===== config.mk =====
export PLATFORM = sky130hd
export DESIGN_NAME = gabp_channel
export DESIGN_NICKNAME = d
export VERILOG_FILES = /design/src/gabp_pkg.sv /design/src/gabp_sqrt.sv /design/src/gabp_channel.sv
export SDC_FILE = /design/constraint.sdc
export NUM_CORES = 2
export LEC_CHECK = 0
export ABC_AREA = 1
export BUFFER_PORTS_ARGS = -buffer_cell sky130_fd_sc_hd__buf_2
export CAP_MARGIN = 20
export CORE_MARGIN = 3
export CORE_UTILIZATION = 40
export DETAILED_ROUTE_END_ITERATION = 16
export SYNTH_ARGS = -nofsm -noshare
export SYNTH_HDL_FRONTEND = slang
export SYNTH_SLANG_ARGS = --single-unit

===== constraint.sdc =====
create_clock -name clk -period 20.4 [get_ports clk]
set_input_delay 2.04 -clock clk [delete_from_list [all_inputs] [get_ports clk]]
set_output_delay 2.04 -clock clk [all_outputs]
set_load 0.01 [all_outputs]

===== src/gabp_pkg.sv =====
package gabp_pkg;

  // Number of register stages from input transaction to output register.
  localparam int STAGES = 7;

  localparam logic [8:0]  OPACITY_ONE = 9'd256;
  localparam logic [15:0] FULL_WEIGHT = 16'd65280;
  // floor(2^24 / 255), used to divide by 255 with a single correction step.
  localparam logic [16:0] RECIP_255   = 17'd65793;
  localparam logic [23:0] DIV_255     = 24'd255;

  // Configuration register indexes.
  localparam logic REG_OPACITY    = 1'b0;
  localparam logic REG_BACK_ALPHA = 1'b1;

  typedef logic [STAGES-1:0] stage_en_t;

  typedef struct packed {
    logic [7:0] overlay_red;
    logic [7:0] overlay_green;
    logic [7:0] overlay_blue;
    logic [7:0] overlay_alpha;
    logic [7:0] back_red;
    logic [7:0] back_green;
    logic [7:0] back_blue;
  } pix_in_t;

  typedef struct packed {
    logic [7:0] blend_red;
    logic [7:0] blend_green;
    logic [7:0] blend_blue;
    logic [7:0] blend_alpha;
  } pix_out_t;

  typedef struct packed {
    logic [9:0] rem;
    logic [7:0] root;
  } sqrt_state_t;

  // One digit of the restoring square root: brings in two bits of the radicand.
  function automatic sqrt_state_t sqrt_step(sqrt_state_t s, logic [1:0] pair);
    logic [11:0] cur;
    logic [11:0] trial;
    sqrt_state_t r;
    cur   = {s.rem, pair};
    trial = {2'b00, s.root, 2'b01};
    if (cur >= trial) begin
      r.rem  = 10'(cur - trial);
      r.root = {s.root[6:0], 1'b1};
    end else begin
      r.rem  = cur[9:0];
      r.root = {s.root[6:0], 1'b0};
    end
    return r;
  endfunction

endpackage


===== src/gabp_sqrt.sv =====
module gabp_sqrt (
  input  logic        clk,
  input  logic [1:0]  en,
  input  logic [15:0] q,
  output logic [7:0]  root
);

  gabp_pkg::sqrt_state_t s0;
  gabp_pkg::sqrt_state_t s1;
  gabp_pkg::sqrt_state_t hi;
  gabp_pkg::sqrt_state_t lo;
  logic [7:0]            low_bits;

  always_comb begin
    s0 = '0;
    for (int i = 3; i >= 0; i--) begin
      s0 = gabp_pkg::sqrt_step(s0, q[8 + 2*i +: 2]);
    end
    s1 = hi;
    for (int i = 3; i >= 0; i--) begin
      s1 = gabp_pkg::sqrt_step(s1, low_bits[2*i +: 2]);
    end
  end

  always_ff @(posedge clk) begin
    if (en[0]) begin
      hi       <= s0;
      low_bits <= q[7:0];
    end
    if (en[1]) begin
      lo <= s1;
    end
  end

  assign root = lo.root;

endmodule


===== src/gabp_channel.sv =====
module gabp_channel (
  input  logic                  clk,
  input  gabp_pkg::stage_en_t   en,
  input  logic [7:0]            ov,
  input  logic [7:0]            bg,
  input  logic [15:0]           w,
  input  logic [15:0]           w_inv,
  output logic [7:0]            result
);

  logic [15:0] sq_ov;
  logic [15:0] sq_bg;
  logic [31:0] p_ov;
  logic [31:0] p_bg;
  logic [23:0] s_div;
  logic [23:0] s_div_d;
  logic [15:0] est;
  logic [15:0] q;

  logic [31:0] sum;
  logic [40:0] recip_prod;
  logic [23:0] rem;

  always_comb begin
    sum        = p_ov + p_bg;
    recip_prod = 41'(s_div) * 41'(gabp_pkg::RECIP_255);
    rem        = s_div_d - ({est, 8'd0} - 24'(est));
  end

  // Division by 65280 is a shift by 8 followed by division by 255. The
  // reciprocal estimate is low by at most one, which the remainder fixes.
  always_ff @(posedge clk) begin
    if (en[0]) begin
      sq_ov <= 16'(ov) * 16'(ov);
      sq_bg <= 16'(bg) * 16'(bg);
    end
    if (en[1]) begin
      p_ov <= 32'(sq_ov) * 32'(w);
      p_bg <= 32'(sq_bg) * 32'(w_inv);
    end
    if (en[2]) begin
      s_div <= sum[31:8];
    end
    if (en[3]) begin
      est     <= recip_prod[39:24];
      s_div_d <= s_div;
    end
    if (en[4]) begin
      q <= (rem >= gabp_pkg::DIV_255) ? est + 16'd1 : est;
    end
  end

  gabp_sqrt u_sqrt (
    .clk  (clk),
    .en   (en[6:5]),
    .q    (q),
    .root (result)
  );

endmodule


==> qor.txt <==
PortBufs -> 63
number of global-route vias before repair -> 25.21k
critical path type -> in2reg
post-route setup slack -> 12.63 ns
total CTS buffers -> 24
cell taking the most area after synthesis -> fa_1
Max Cap Violations -> 0
relative slew slack -> 34.68%
worst slack, placed -> 12.02 ns
GR Overflow Total -> 0
Syn. warnings -> 0
most used cell, CP -> fa_1
routed wire length -> 73210 um
Final Hold Viols -> 0
Final Wtd Congestion -> 0.8721
Final Max Tran Viols -> 0
fmax -> 0.1288 GHz
Horiz. Die Dim -> 295.8 um
register area share after synthesis -> 18.23%
post-CTS setup buffers -> 0
Final Skew -> 0.01164 ns
Max stage delay on crit path -> 0.57 ns
Hold Crit Class -> reg2reg
initial cell density of the core -> 40.66%
Worst Hold Slack -> 0.4177 ns
min cycle time layout -> 7.765 ns
io pins -> 64
Mapped Cells -> 3948
CP delay by family, top -> adder cells
H-tree depth -> 1
syn_area_per_cell -> 8.511 um2
TritonRoute pass-1 iters -> 7
Crit-path slowest cell -> fa_1
Final Cycle Share -> 38.07%
share of post-route cells with drive strength above 1 -> 4.414%
cts-stage hold buffer count -> 0
Post-DRT Antenna Nets -> 0
CTS sink cnt -> 204
Nets -> 4913
largest net degree at the start of global routing -> 65
Vias -> 24.35k
post-synth top area share -> 25.74%
first-pass GRT wire length -> 123900 um
Die Area -> 87520 um2
vias per std cell -> 4.833
CP max FO -> 15
clk_lat worst skew -> 0.54 ns
clock root buffer -> clkbuf_16
Worst EP required -> 20.69 ns
wire length per cell -> 14.53 um
Area Overhead vs Synth -> 6.196%
status -> finished, final reports clean
Worst EP arrival -> 8.06 ns
row cnt -> 105
Post-route DRC -> 0
clock slew at reported path FFs -> 0.06 ns
post-detail-place hpwl -> 60730 um
Syn Std Cell Area -> 33600 um2
most common cell after layout, fill and taps aside -> inv_1
overall routing resource usage -> 17.33%
number of synthesized register bits -> 204
Post-Route Setup TNS -> 0 ns
CP startpoint kind -> primary input
Die H -> 295.8 um
RSZ-0062 raised after global routing -> no
Cell Chain, Critical Path -> buf_2 > nand2_1 > fa_1 > inv_1 > fa_1 > fa_1 > fa_1 > inv_1 > fa_1 > inv_1 > fa_1 > ha_1 > a21oi_1 > o21ai_0 > o21bai_1 > a31oi_1 > o21ai_1 > a21boi_0 > o21ai_1 > a21boi_0 > o21ai_1 > nand2_1 > nand2_1 > xor2_1
highest-count cells in the layout ignoring fill and taps -> inv_1 (949), nand2_1 (903), ha_1 (475), fa_1 (432), edfxtp_1 (204)
post_cts resized -> 0
initial antenna violation count -> 4
Longest Clk Path Bufs -> 3
Final Setup Violations -> 0
CP Capture Type -> flip-flop
TritonCTS clock tree -> yes
Netlist cell types -> 61
worst path bufs/invs -> 4
Fillers -> 8169
Area contributors post-synth -> fa_1 (26%), edfxtp_1 (18%), ha_1 (18%)
core area -> 82640 um2
DRC violation total after the first TritonRoute iteration -> 1100
worst slew pin tran -> 0.9724 ns
metrics by stage:
stage / instances / instance area [um2] / utilization, %
5_1_grt: 5035 / 35680 / 43.17
2_1_floorplan: 3960 / 33650 / -
3_3_place_gp: 4994 / 34960 / 42.31
4_1_cts: 5035 / 35680 / 43.17
6_report: 5038 / 35680 / 43.18
3_5_place_dp: 4994 / 34960 / 42.31
state kept, by name (all words and copies together), names as in the netlist:
register / cells
p_bg: 32
s_div: 24
u_sqrt.root: 8
sq_ov: 15
sq_bg: 15
u_sqrt.low_bits: 8
p_ov: 32
est: 16
q: 16
u_sqrt.hi: 14
s_div_d: 24
cell type report:
class / instances / area, um2 / area share, %
multi-input cells: 2687 / 23480 / 65.80
flip-flops and latches: 204 / 6126 / 17.17
inverters: 956 / 3593 / 10.07
well taps: 1070 / 1339 / 3.752
clock buffers: 27 / 611.8 / 1.715
repair buffers: 77 / 420.4 / 1.178
clock inverters: 14 / 105.1 / 0.2945
diodes: 3 / 7.507 / 0.02104
logic make-up (layout without fill, tap and decap cells):
family / after synthesis / count (layout) / synth area share, %
muxes: 1 / 1 / 0.03351
other: 2 / 17 / 0.02235
xor gates and xnor gates: 188 / 188 / 4.967
buffers and inverters: 1069 / 1074 / 12.02
and+or+nand+nor: 1236 / 1236 / 15.61
AOI/OAI and AO/OA: 341 / 341 / 5.686
adders and majority gates: 907 / 907 / 43.42
DFF: 204 / 204 / 18.23
layer usage:
metal,part of all wire (%),wire [um],vias to the layer above,GRT usage (%)
li1,-,-,12120,-
met1,44,32280,11710,22.22
met2,50,36300,412,31.32
met3,3.7,2699,105,1.737
met4,2.6,1925,2,4.360
met5,0.015,11,-,0
cells in the mapped netlist (all sizes together):
cell / instances
inv: 956
clkbuf: 108
xor2: 128
o31ai: 4
fa: 432
nand4: 38
mux2: 1
o21a: 7
nand3b: 3
a21boi: 6
o211ai: 8
a21o: 6
nor3b: 1
nor4: 9
a31oi: 11
conb: 2
a221oi: 2
a41oi: 1
nor2: 138
a31o: 1
nand2: 919
buf: 5
xnor2: 60
and3: 2
edfxtp: 204
o21ai: 92
a21oi: 179
o21bai: 12
or2: 8
o221ai: 5
ha: 475
o221a: 1
nand3: 93
o2111ai: 2
a211oi: 2
o311ai: 2
nor3: 24
and2: 1
final timing paths:
kind	slack, ns	from	endpoint	cells after the start
setup / recovery	12.63	w[6]	p_ov[29]$_DFFE_PP_	24
hold / removal	0.42	q[5]$_DFFE_PP_	u_sqrt.low_bits[5]$_DFFE_PP_	0
setup reg to reg	13.58	sq_ov[3]$_DFFE_PP_	p_ov[29]$_DFFE_PP_	23
hold reg to reg	0.42	q[5]$_DFFE_PP_	u_sqrt.low_bits[5]$_DFFE_PP_	0
Power is left out: the tool's default activity adds up to more than one toggle a clock period on the data nets, which glitch-free logic cannot reach.
