File: config.mk
export PLATFORM = sky130hd
export DESIGN_NAME = gabp_weight
export DESIGN_NICKNAME = d
export VERILOG_FILES = /design/src/gabp_pkg.sv /design/src/gabp_weight.sv
export SDC_FILE = /design/constraint.sdc
export NUM_CORES = 1
export LEC_CHECK = 0
export ABC_CLOCK_PERIOD_IN_PS = 12300
export BUFFER_PORTS_ARGS = -buffer_cell sky130_fd_sc_hd__buf_2
export CAP_MARGIN = 25
export CORE_UTILIZATION = 35
export DETAILED_ROUTE_END_ITERATION = 10
export PLACE_DENSITY = 0.61
export SLEW_MARGIN = 20
export SYNTH_ARGS = -nofsm -noshare
export SYNTH_HDL_FRONTEND = slang
export SYNTH_SLANG_ARGS = --single-unit
File: constraint.sdc
create_clock -name clk -period 12.3 [get_ports clk]
set_input_delay 1.23 -clock clk [delete_from_list [all_inputs] [get_ports clk]]
set_output_delay 1.23 -clock clk [all_outputs]
set_load 0.05 [all_outputs]
File: src/gabp_pkg.sv
package gabp_pkg;

  // Number of register stages from input transaction to output register.
  localparam int STAGES = 7;

  localparam logic [8:0]  OPACITY_ONE = 9'd256;
  localparam logic [15:0] FULL_WEIGHT = 16'd65280;
  // floor(2^24 / 255), used to divide by 255 with a single correction step.
  localparam logic [16:0] RECIP_255   = 17'd65793;
  localparam logic [23:0] DIV_255     = 24'd255;

  // Configuration register indexes.
  localparam logic REG_OPACITY    = 1'b0;
  localparam logic REG_BACK_ALPHA = 1'b1;

  typedef logic [STAGES-1:0] stage_en_t;

  typedef struct packed {
    logic [7:0] overlay_red;
    logic [7:0] overlay_green;
    logic [7:0] overlay_blue;
    logic [7:0] overlay_alpha;
    logic [7:0] back_red;
    logic [7:0] back_green;
    logic [7:0] back_blue;
  } pix_in_t;

  typedef struct packed {
    logic [7:0] blend_red;
    logic [7:0] blend_green;
    logic [7:0] blend_blue;
    logic [7:0] blend_alpha;
  } pix_out_t;

  typedef struct packed {
    logic [9:0] rem;
    logic [7:0] root;
  } sqrt_state_t;

  // One digit of the restoring square root: brings in two bits of the radicand.
  function automatic sqrt_state_t sqrt_step(sqrt_state_t s, logic [1:0] pair);
    logic [11:0] cur;
    logic [11:0] trial;
    sqrt_state_t r;
    cur   = {s.rem, pair};
    trial = {2'b00, s.root, 2'b01};
    if (cur >= trial) begin
      r.rem  = 10'(cur - trial);
      r.root = {s.root[6:0], 1'b1};
    end else begin
      r.rem  = cur[9:0];
      r.root = {s.root[6:0], 1'b0};
    end
    return r;
  endfunction

endpackage

File: src/gabp_weight.sv
module gabp_weight (
  input  logic                 clk,
  input  logic                 en,
  input  logic [8:0]           opacity_q8,
  input  logic [7:0]           alpha,
  output logic [15:0]          w,
  output logic [15:0]          w_inv
);

  logic [8:0]  op;
  logic [16:0] prod;

  always_comb begin
    op   = (opacity_q8 > gabp_pkg::OPACITY_ONE) ? gabp_pkg::OPACITY_ONE : opacity_q8;
    prod = 17'(alpha) * 17'(op);
  end

  // The product never exceeds 255 * 256, so it fits in 16 bits.
  always_ff @(posedge clk) begin
    if (en) begin
      w     <= prod[15:0];
      w_inv <= gabp_pkg::FULL_WEIGHT - prod[15:0];
    end
  end

endmodule

==> flow_summary.yaml, run 1 <==
status:
  status: "finished clean"
yosys:
  syn_inst: 348
  synth_seq_cells: 31
  synth.top_cell.area_share_pct: 25.9
  synth_async_sr_flop_share_pct: 0
  synth_top_cells_by_area: "edfxtp_1 (26%), fa_1 (23%), ha_1 (13%)"
  synth_edf_count: 31
  synth_area_sq_um: 3590
  yosys.area.top_type: "edfxtp_1"
  ys_warn_count: 0
  syn_avg_cell_area_sq_um: 10.3
  synth_flop_cell: "edfxtp_1"
  synth_fp_nets: 444
  seq_area_frac_synth_pct: 25.9
  synth_cell_types: 40
die:
  dieArea_sq_um: 10700
  placementRows: 36
  die_y_um: 103
  die_w_um: 103
  io-pin-count: 51
  core_sq_um: 9860
  start_util_pct: 36.4
hold_path:
  hp-class: "in2reg"
placed_design:
  dp_hpwl_um: 5600
  place_inst: 527
  io_buffers: 50
  gp_congestion: 0.800
global_routing:
  grt_pass1_vias: 2701
  grt_use_total_pct: 14.6
  grt_max_degree: 32
  overflow: 0
  grt_antenna_before_repair: 0
  grt_pass1_wl_um: 12000
routing:
  routed_wl_um: 6720
  vias: 2461
  drtIter0Drc: 31
  wl_per_cell_um: 12.6
  antenna_left: 0
  drc_errors: 0
  first_pass_iters: 4
  viasPerCell: 4.60
finish:
  area_delta_synth_final_pct: 14.0
  nFillCells: 979
  antenna_cells: 0
  nNetsFinal: 497
  drive_gt1_share_pct: 16.7
  finalNonFillerCells: 535
sta:
  timing.hold.ws_ns: 1.38
  fmax_mhz: 164
  rsz0062_at_grt: "false"
  hold_viol_final: 0
  setup-violations-final: 0
  slew-limit-headroom_pct: 56.0
  setup_tns_ns: 0
  worst-slew-pin-transition_ns: 0.661
  final.min_clock_period_ns: 6.09
  slew_viol_final: 0
  finalCritPeriodShare_pct: 49.5
clocking:
  clk_path_buf_depth: 2
  clkTransAtPathRegs_ns: 0.06
  postCtsSetupRepairBufs: 0
  holdBufCountCts: 0
  postCtsResizedCells: 0
  cts_root_buf: "clkbuf_8"
  numCtsBuffers: 5
  cts_tree: "built"
  cts-htree-levels: 2
  cts_num_sinks: 31
setup_path:
  worst_ep_arrival_time_ns: 6.12
  cp_max_fo: 16
  end_kind: "flop"
  crit_path_start_kind: "primary input"
  worstPathRequired_ns: 12.33
  crit_type: "in2reg"
pwr:
  p_total_w: 0.000688
  ir_drop_mv: 0.0910
  p_leak_nw: 1.94
  p_per_area_nw_per_um2: 168
flow_run:
  drv_cap: 0
critical path, cell delays in order:
cell	delay (ns)
buf_2	0.19
nor2b_1	0.45
and2_1	0.23
fa_1	0.46
fa_1	0.53
fa_1	0.54
inv_1	0.05
fa_1	0.52
inv_1	0.04
ha_1	0.38
nand4_1	0.20
nor3_1	0.28
nor2_1	0.12
xnor2_1	0.31
nand4_1	0.20
nor4_1	0.28
xnor2_1	0.10
metrics by stage:
| stage | worst slack (ns) | cell area (sq um) | utilization [%] |
|---|---|---|---|
| CTS | 6.17 | 4100 | 41.6 |
| finish | 6.21 | 4100 | 41.6 |
| global route | 5.79 | 4100 | 41.6 |
| floorplan | 6.50 | 3590 | - |
| global placement | 5.99 | 3990 | 40.5 |
| detailed placement | 5.86 | 3990 | 40.5 |
final timing paths:
kind	slack (ns)	start	end	cells after the start
worst max-delay path	6.21	opacity_q8[8]	w_inv[15]$_DFFE_PP_	17
worst min-delay path	1.38	alpha[0]	w[0]$_DFFE_PP_	3
cells in the mapped netlist (all sizes together) (4+ instances only):
cell / instances
nand2b: 5
a21oi: 9
xor2: 8
nor2b: 9
nand2: 18
and2: 57
inv: 58
xnor2: 18
a21o: 4
fa: 41
nor3: 5
o21ai: 6
edfxtp: 31
ha: 36
nor2: 13
flip-flops by register name (all words and copies together), names as in the netlist:
| name | flops |
|---|---|
| w | 16 |
| w_inv | 15 |
cells by family (layout without fill, tap and decap cells):
logic type	Yosys count	count (layout)	share of synthesized area [%]
buffers and inverters	62	116	6.61
DFF	31	31	25.9
xor gates and xnor gates	26	26	6.33
and+or+nand+nor	120	120	19.1
AOI/OAI and AO/OA	31	31	6.37
muxes	1	1	0.313
adders and majority gates	77	77	35.4
cells in the final DEF (no fill, tap or decap), types with 2 or more instances in the layout:
master	netlist	layout
nor2b_1	8	8
xor2_1	8	8
xnor2_1	18	18
edfxtp_1	31	31
inv_1	57	57
or3_4	2	2
nand2b_1	5	5
nor2_1	13	13
nand3b_1	2	2
fa_1	41	41
nor3_1	5	5
nand2_1	17	17
nand3_1	2	2
o21bai_1	2	2
ha_1	36	36
o21ai_0	6	6
a211oi_1	2	2
a21o_1	4	4
and2b_1	2	2
and2_1	57	57
a21oi_1	9	9
buf_2	1	50
nand4_1	2	2
clkbuf_8	0	5
cell type report:
cell class / instances / area (sq um) / share of cell area, %
multi-input combinational: 255 / 2430 / 59.2
inverter: 58 / 218 / 5.31
clock inverter: 3 / 38.8 / 0.946
tap: 133 / 166 / 4.06
timing repair buffer: 50 / 250 / 6.11
sequential: 31 / 931 / 22.7
clock buffer: 5 / 68.8 / 1.68
per-layer routing:
metal  vias up  routed length [um]  GRT usage [%]
met5         -                   0              0
met3         6                 192           2.49
li1       1224                   -              -
met1      1197                2940           17.0
met4         0                  58           3.36
met2        34                3530           27.7
where the power goes:
part           switching (W)  internal (W)   total, W
clock              0.0000369     0.0000592  0.0000961
combinational       0.000284      0.000130   0.000414
sequential        0.00000733      0.000170   0.000178
total               0.000328      0.000360   0.000688
No activity file was read; power rests on OpenSTA's default activity.
==> run 2, diff against run 1 <==
--- a/config.mk
+++ b/config.mk
@@ -5,7 +5,8 @@
 export SDC_FILE = /design/constraint.sdc
 export NUM_CORES = 1
 export LEC_CHECK = 0
-export ABC_CLOCK_PERIOD_IN_PS = 12300
+export ABC_AREA = 1
+export ABC_CLOCK_PERIOD_IN_PS = 5700
 export BUFFER_PORTS_ARGS = -buffer_cell sky130_fd_sc_hd__buf_2
 export CAP_MARGIN = 25
 export CORE_UTILIZATION = 35
==> constraint.sdc (replaced) <==
create_clock -name clk -period 5.7 [get_ports clk]
set_input_delay 0.57 -clock clk [delete_from_list [all_inputs] [get_ports clk]]
set_output_delay 0.57 -clock clk [all_outputs]
set_load 0.05 [all_outputs]
==> flow_summary.yaml, run 2 <==
placed_design:
  io_buffers: 50
  dp_hpwl_um: 6780
  gp_congestion: 0.842
  place_ws_ns: 0.192
finish:
  nNetsFinal: 627
  antenna_cells: 0
  area_delta_synth_final_pct: 12.7
  fin_util_pct: 40.7
  mostFrequentLayoutCell: "inv_1"
  top_register: "w"
  final_cell_mix: "inv_1 (107), nand2_1 (93), nor2_1 (67), buf_2 (50), fa_1 (41)"
  reg_top3: "w x16, w_inv x15"
  drive_gt1_share_pct: 19.0
  largest_reg_flops: 16
die:
  die_y_um: 108
  placementRows: 38
  dieArea_sq_um: 11700
  die_w_um: 108
  core_sq_um: 10900
  start_util_pct: 36.2
  io-pin-count: 51
global_routing:
  grt_use_total_pct: 15.2
  grt_pass1_wl_um: 14200
  overflow: 0
  grt_pass1_vias: 3110
  grt_antenna_before_repair: 0
  grt_max_degree: 32
routing:
  first_pass_iters: 4
  drc_errors: 0
  antenna_left: 0
  routed_wl_um: 7740
  drtIter0Drc: 111
  vias: 3084
  viasPerCell: 4.59
  wl_per_cell_um: 11.5
setup_path:
  end_kind: "flop"
  crit_type: "in2reg"
  cp_max_fo: 9
  worstPathRequired_ns: 5.74
  crit_path_start_kind: "primary input"
  worst_ep_arrival_time_ns: 5.27
clocking:
  clkTransAtPathRegs_ns: 0.06
  cts_num_sinks: 31
  numCtsBuffers: 5
  postCtsSetupRepairBufs: 0
  cts_root_buf: "clkbuf_8"
  clk_path_buf_depth: 2
  cts_tree: "built"
  holdBufCountCts: 0
  postCtsResizedCells: 0
  cts-htree-levels: 2
yosys:
  synth_top_cells_by_area: "edfxtp_1 (24%), fa_1 (21%), ha_1 (11%)"
  yosys.area.top_type: "edfxtp_1"
  synth_area_sq_um: 3940
  syn_avg_cell_area_sq_um: 8.29
  synth_flop_cell: "edfxtp_1"
  ys_top_cells_by_count: "inv_1 (107), nand2_1 (93), nor2_1 (67)"
  synth_fp_nets: 571
  synth_edf_count: 31
  synth_seq_cells: 31
  synth_cell_types: 28
  yosysMostFrequentCell: "inv_1"
  seq_area_frac_synth_pct: 23.6
  synth_async_sr_flop_share_pct: 0
  syn_inst: 475
  synth.top_cell.area_share_pct: 23.6
  ys_warn_count: 0
sta:
  rsz0062_at_grt: "false"
  hold_viol_final: 0
  setup_ws_ns: 0.467
  final.min_clock_period_ns: 5.23
  finalCritPeriodShare_pct: 91.8
  slew-limit-headroom_pct: 56.5
  setup-violations-final: 0
  setup_tns_ns: 0
  fmax_mhz: 191
  slew_viol_final: 0
  worst-slew-pin-transition_ns: 0.652
status:
  status: "finished clean"
pwr:
  p_leak_nw: 2.38
  ir_drop_mv: 0.235
  p_per_area_nw_per_um2: 346
hold_path:
  hp-class: "in2reg"
flow_run:
  drv_cap: 0
[run 2: report_power, final]
group,switching [W],total [W],internal [W]
Combinational,0.000715,0.00100,0.000288
Clock,0.0000749,0.000160,0.0000854
Sequential,0.0000132,0.000372,0.000359
Total,0.000803,0.00153,0.000732
[run 2: per-layer routing]
| layer | part of all wire, % | GRT usage, % |
|---|---|---|
| met5 | 0 | 0 |
| met4 | 0.74 | 2.94 |
| met3 | 4.5 | 1.69 |
| met2 | 49 | 26.9 |
| met1 | 46 | 20.0 |
[run 2: path summary, 6_finish.rpt]
kind | endpoint | from | cells after the start | slack, ns
setup / recovery | w_inv[15]$_DFFE_PP_ | opacity_q8[8] | 23 | 0.47
hold / removal | w[0]$_DFFE_PP_ | opacity_q8[0] | 3 | 0.78
[run 2: worst max-delay path: stages]
cell	delay [ns]
buf_2	0.20
inv_4	0.09
a21oi_1	0.17
inv_1	0.11
nand2_1	0.26
nor2_1	0.11
fa_1	0.57
fa_1	0.45
fa_1	0.54
inv_1	0.05
fa_1	0.52
inv_1	0.04
ha_1	0.37
nand2_1	0.16
inv_1	0.07
a21oi_1	0.28
nand3_2	0.13
nand2_4	0.13
nand3_2	0.09
nor2_4	0.15
nand3_1	0.09
nand2_1	0.07
nand2_1	0.04
[run 2: kinds of logic after synthesis]
family	share of synthesized area (%)
AND/OR/NAND/NOR	28.3
XOR/XNOR	3.31
adder cells (fa/ha/maj)	32.3
flip-flops	23.6
AO/OA/AOI/OAI	1.43
buffers and inverters	11.0
[run 2: layout make-up]
cell class	instances	area (sq um)
Tap cell	140	175
Clock inverter	1	5.00
Clock buffer	7	76.3
Timing Repair Buffer	51	258
Sequential cell	31	931
Inverter	111	419
Multi-Input combinational cell	331	2570
Fill cell	1137	6450
[run 2: per-stage QoR]
| step | hold slack (ns) | cells | total power (W) | instance area (sq um) |
|---|---|---|---|---|
| floorplan | 0.682 | 475 | 0.00119 | 3940 |
| global placement | 1.06 | 664 | 0.00138 | 4350 |
| detailed placement | 1.07 | 664 | 0.00139 | 4350 |
| CTS | 0.770 | 672 | 0.00155 | 4440 |
| global route | 0.781 | 672 | 0.00168 | 4440 |
| finish | 0.781 | 672 | 0.00153 | 4440 |
==> run 3, diff against run 2 <==
--- a/config.mk
+++ b/config.mk
@@ -9,6 +9,7 @@
 export ABC_CLOCK_PERIOD_IN_PS = 5700
 export BUFFER_PORTS_ARGS = -buffer_cell sky130_fd_sc_hd__buf_2
 export CAP_MARGIN = 25
+export CORE_MARGIN = 2
 export CORE_UTILIZATION = 35
 export DETAILED_ROUTE_END_ITERATION = 10
 export PLACE_DENSITY = 0.61
==> flow_summary.yaml, run 3 (synthesis results as in run 2) <==
sta:
  fmax_mhz: 193
  slew_viol_final: 0
  setup-violations-final: 0
  setup_tns_ns: 0
  finalCritPeriodShare_pct: 91.0
  hold_viol_final: 0
  rsz0062_at_grt: "false"
  slew-limit-headroom_pct: 56.2
  final.min_clock_period_ns: 5.19
  worst-slew-pin-transition_ns: 0.658
pwr:
  p_per_area_nw_per_um2: 346
  p_sw_w: 0.000803
  combPwrFrac_pct: 65.4
  ir_drop_mv: 0.227
  seqPwrFrac_pct: 24.2
  p_int_w: 0.000731
  clkPwrFrac_pct: 10.4
  switching_share_pct: 52.3
  p_leak_nw: 2.38
hold_path:
  hp-class: "in2reg"
  holdPathStages: 3
  hold_path_end: "w[0]$_DFFE_PP_"
  worstHoldStart: "opacity_q8[0]"
placed_design:
  place_inst: 664
  gp_congestion: 0.836
  io_buffers: 50
  place_area_sq_um: 4350
  dp_hpwl_um: 6890
die:
  core_sq_um: 10900
  die_y_um: 110
  dieArea_sq_um: 12100
  start_util_pct: 36.2
  die_w_um: 110
  io-pin-count: 51
  placementRows: 38
flow_run:
  drv_cap: 0
finish:
  mostFrequentLayoutCell: "inv_1"
  drive_gt1_share_pct: 19.0
  antenna_cells: 0
  reg_top3: "w x16, w_inv x15"
  finalNonFillerCells: 672
  fin_util_pct: 40.7
  layout.area.seq_sq_um: 931
  area_delta_synth_final_pct: 12.7
  largest_reg_flops: 16
  nNetsFinal: 627
  fin_area_sq_um: 4440
  nFillCells: 1107
  top_register: "w"
  final_cell_mix: "inv_1 (107), nand2_1 (93), nor2_1 (67), buf_2 (50), fa_1 (41)"
  multi_input_area_sq_um: 2570
clocking:
  holdBufCountCts: 0
  cts-htree-levels: 2
  numCtsBuffers: 5
  cts_root_buf: "clkbuf_8"
  clkTransAtPathRegs_ns: 0.06
  cts_tree: "built"
  cts_num_sinks: 31
  clk_path_buf_depth: 2
  postCtsResizedCells: 0
  postCtsSetupRepairBufs: 0
global_routing:
  grt_max_degree: 32
  grt_pass1_vias: 3163
  grt_use_total_pct: 14.6
  grt_antenna_before_repair: 0
  grt_pass1_wl_um: 14100
  overflow: 0
setup_path:
  cp_max_fo: 9
  crit_type: "in2reg"
  worst_ep_arrival_time_ns: 5.22
  end_kind: "flop"
  worstPathRequired_ns: 5.73
  crit_start: "opacity_q8[8]"
  crit_path_start_kind: "primary input"
routing:
  vias: 3054
  viasPerCell: 4.54
  routed_wl_um: 7850
  drtIter0Drc: 124
  drc_errors: 0
  first_pass_iters: 4
  antenna_left: 0
  wl_per_cell_um: 11.7
status:
  status: "finished clean"
## run 3: cell counts in the layout (fill, tap and decap cells not counted)
No cell type changed its count.
## run 3: metal layers
metal	GRT usage, %	vias up	share of wire (%)	wire, um
met5	0	-	0	0
met4	2.44	0	0.62	49
met3	1.70	5	5.1	401
met2	26.1	72	48	3790
met1	19.2	1422	46	3610
li1	-	1555	-	-
## run 3: power by group through the flow
| stage | Clock (W) | Combinational [W] | Sequential [W] |
|---|---|---|---|
| after floorplan | 0 | 0.000558 | 0.000633 |
| after global placement | 0 | 0.00100 | 0.000377 |
| after detailed placement | 0 | 0.00101 | 0.000378 |
| after CTS | 0.000165 | 0.00101 | 0.000373 |
| after global routing | 0.000174 | 0.00112 | 0.000380 |
| final | 0.000159 | 0.00100 | 0.000372 |
## run 3: final cells by class
class | instances | area share (%)
well taps | 140 | 3.95
repair buffers | 51 | 5.81
flip-flops and latches | 31 | 21.0
clock buffers | 7 | 1.72
clock inverters | 1 | 0.113
inverters | 111 | 9.45
multi-input cells | 331 | 58.0
## run 3: how the worst max path moves through the flow
stage / end / cells after the start
after detailed placement: w_inv[15]$_DFFE_PP_ / 23
after global routing: w_inv[12]$_DFFE_PP_ / 22
final: w_inv[15]$_DFFE_PP_ / 23
after floorplan: w_inv[15]$_DFFE_PP_ / 22
after CTS: w_inv[15]$_DFFE_PP_ / 23
after global placement: w_inv[15]$_DFFE_PP_ / 23
## run 3: through the flow
step	total power [W]	worst slack, ns	hold WS [ns]
detailed placement	0.00139	0.242	1.06
floorplan	0.00119	0.760	0.682
global route	0.00168	0.108	0.794
global placement	0.00138	0.260	1.06
finish	0.00153	0.514	0.779
CTS	0.00155	0.532	0.772
## run 3: critical path, cell delays in order
cell and delay [ns]:
buf_2 0.20, inv_4 0.09, a21oi_1 0.16, inv_1 0.10, nand2_1 0.23, nor2_1 0.10
fa_1 0.57, fa_1 0.44, fa_1 0.55, inv_1 0.05, fa_1 0.52, inv_1 0.04
ha_1 0.36, nand2_1 0.15, inv_1 0.06, a21oi_1 0.29, nand3_2 0.13, nand2_4 0.13
nand3_2 0.09, nor2_4 0.16, nand3_1 0.10, nand2_1 0.06, nand2_1 0.04
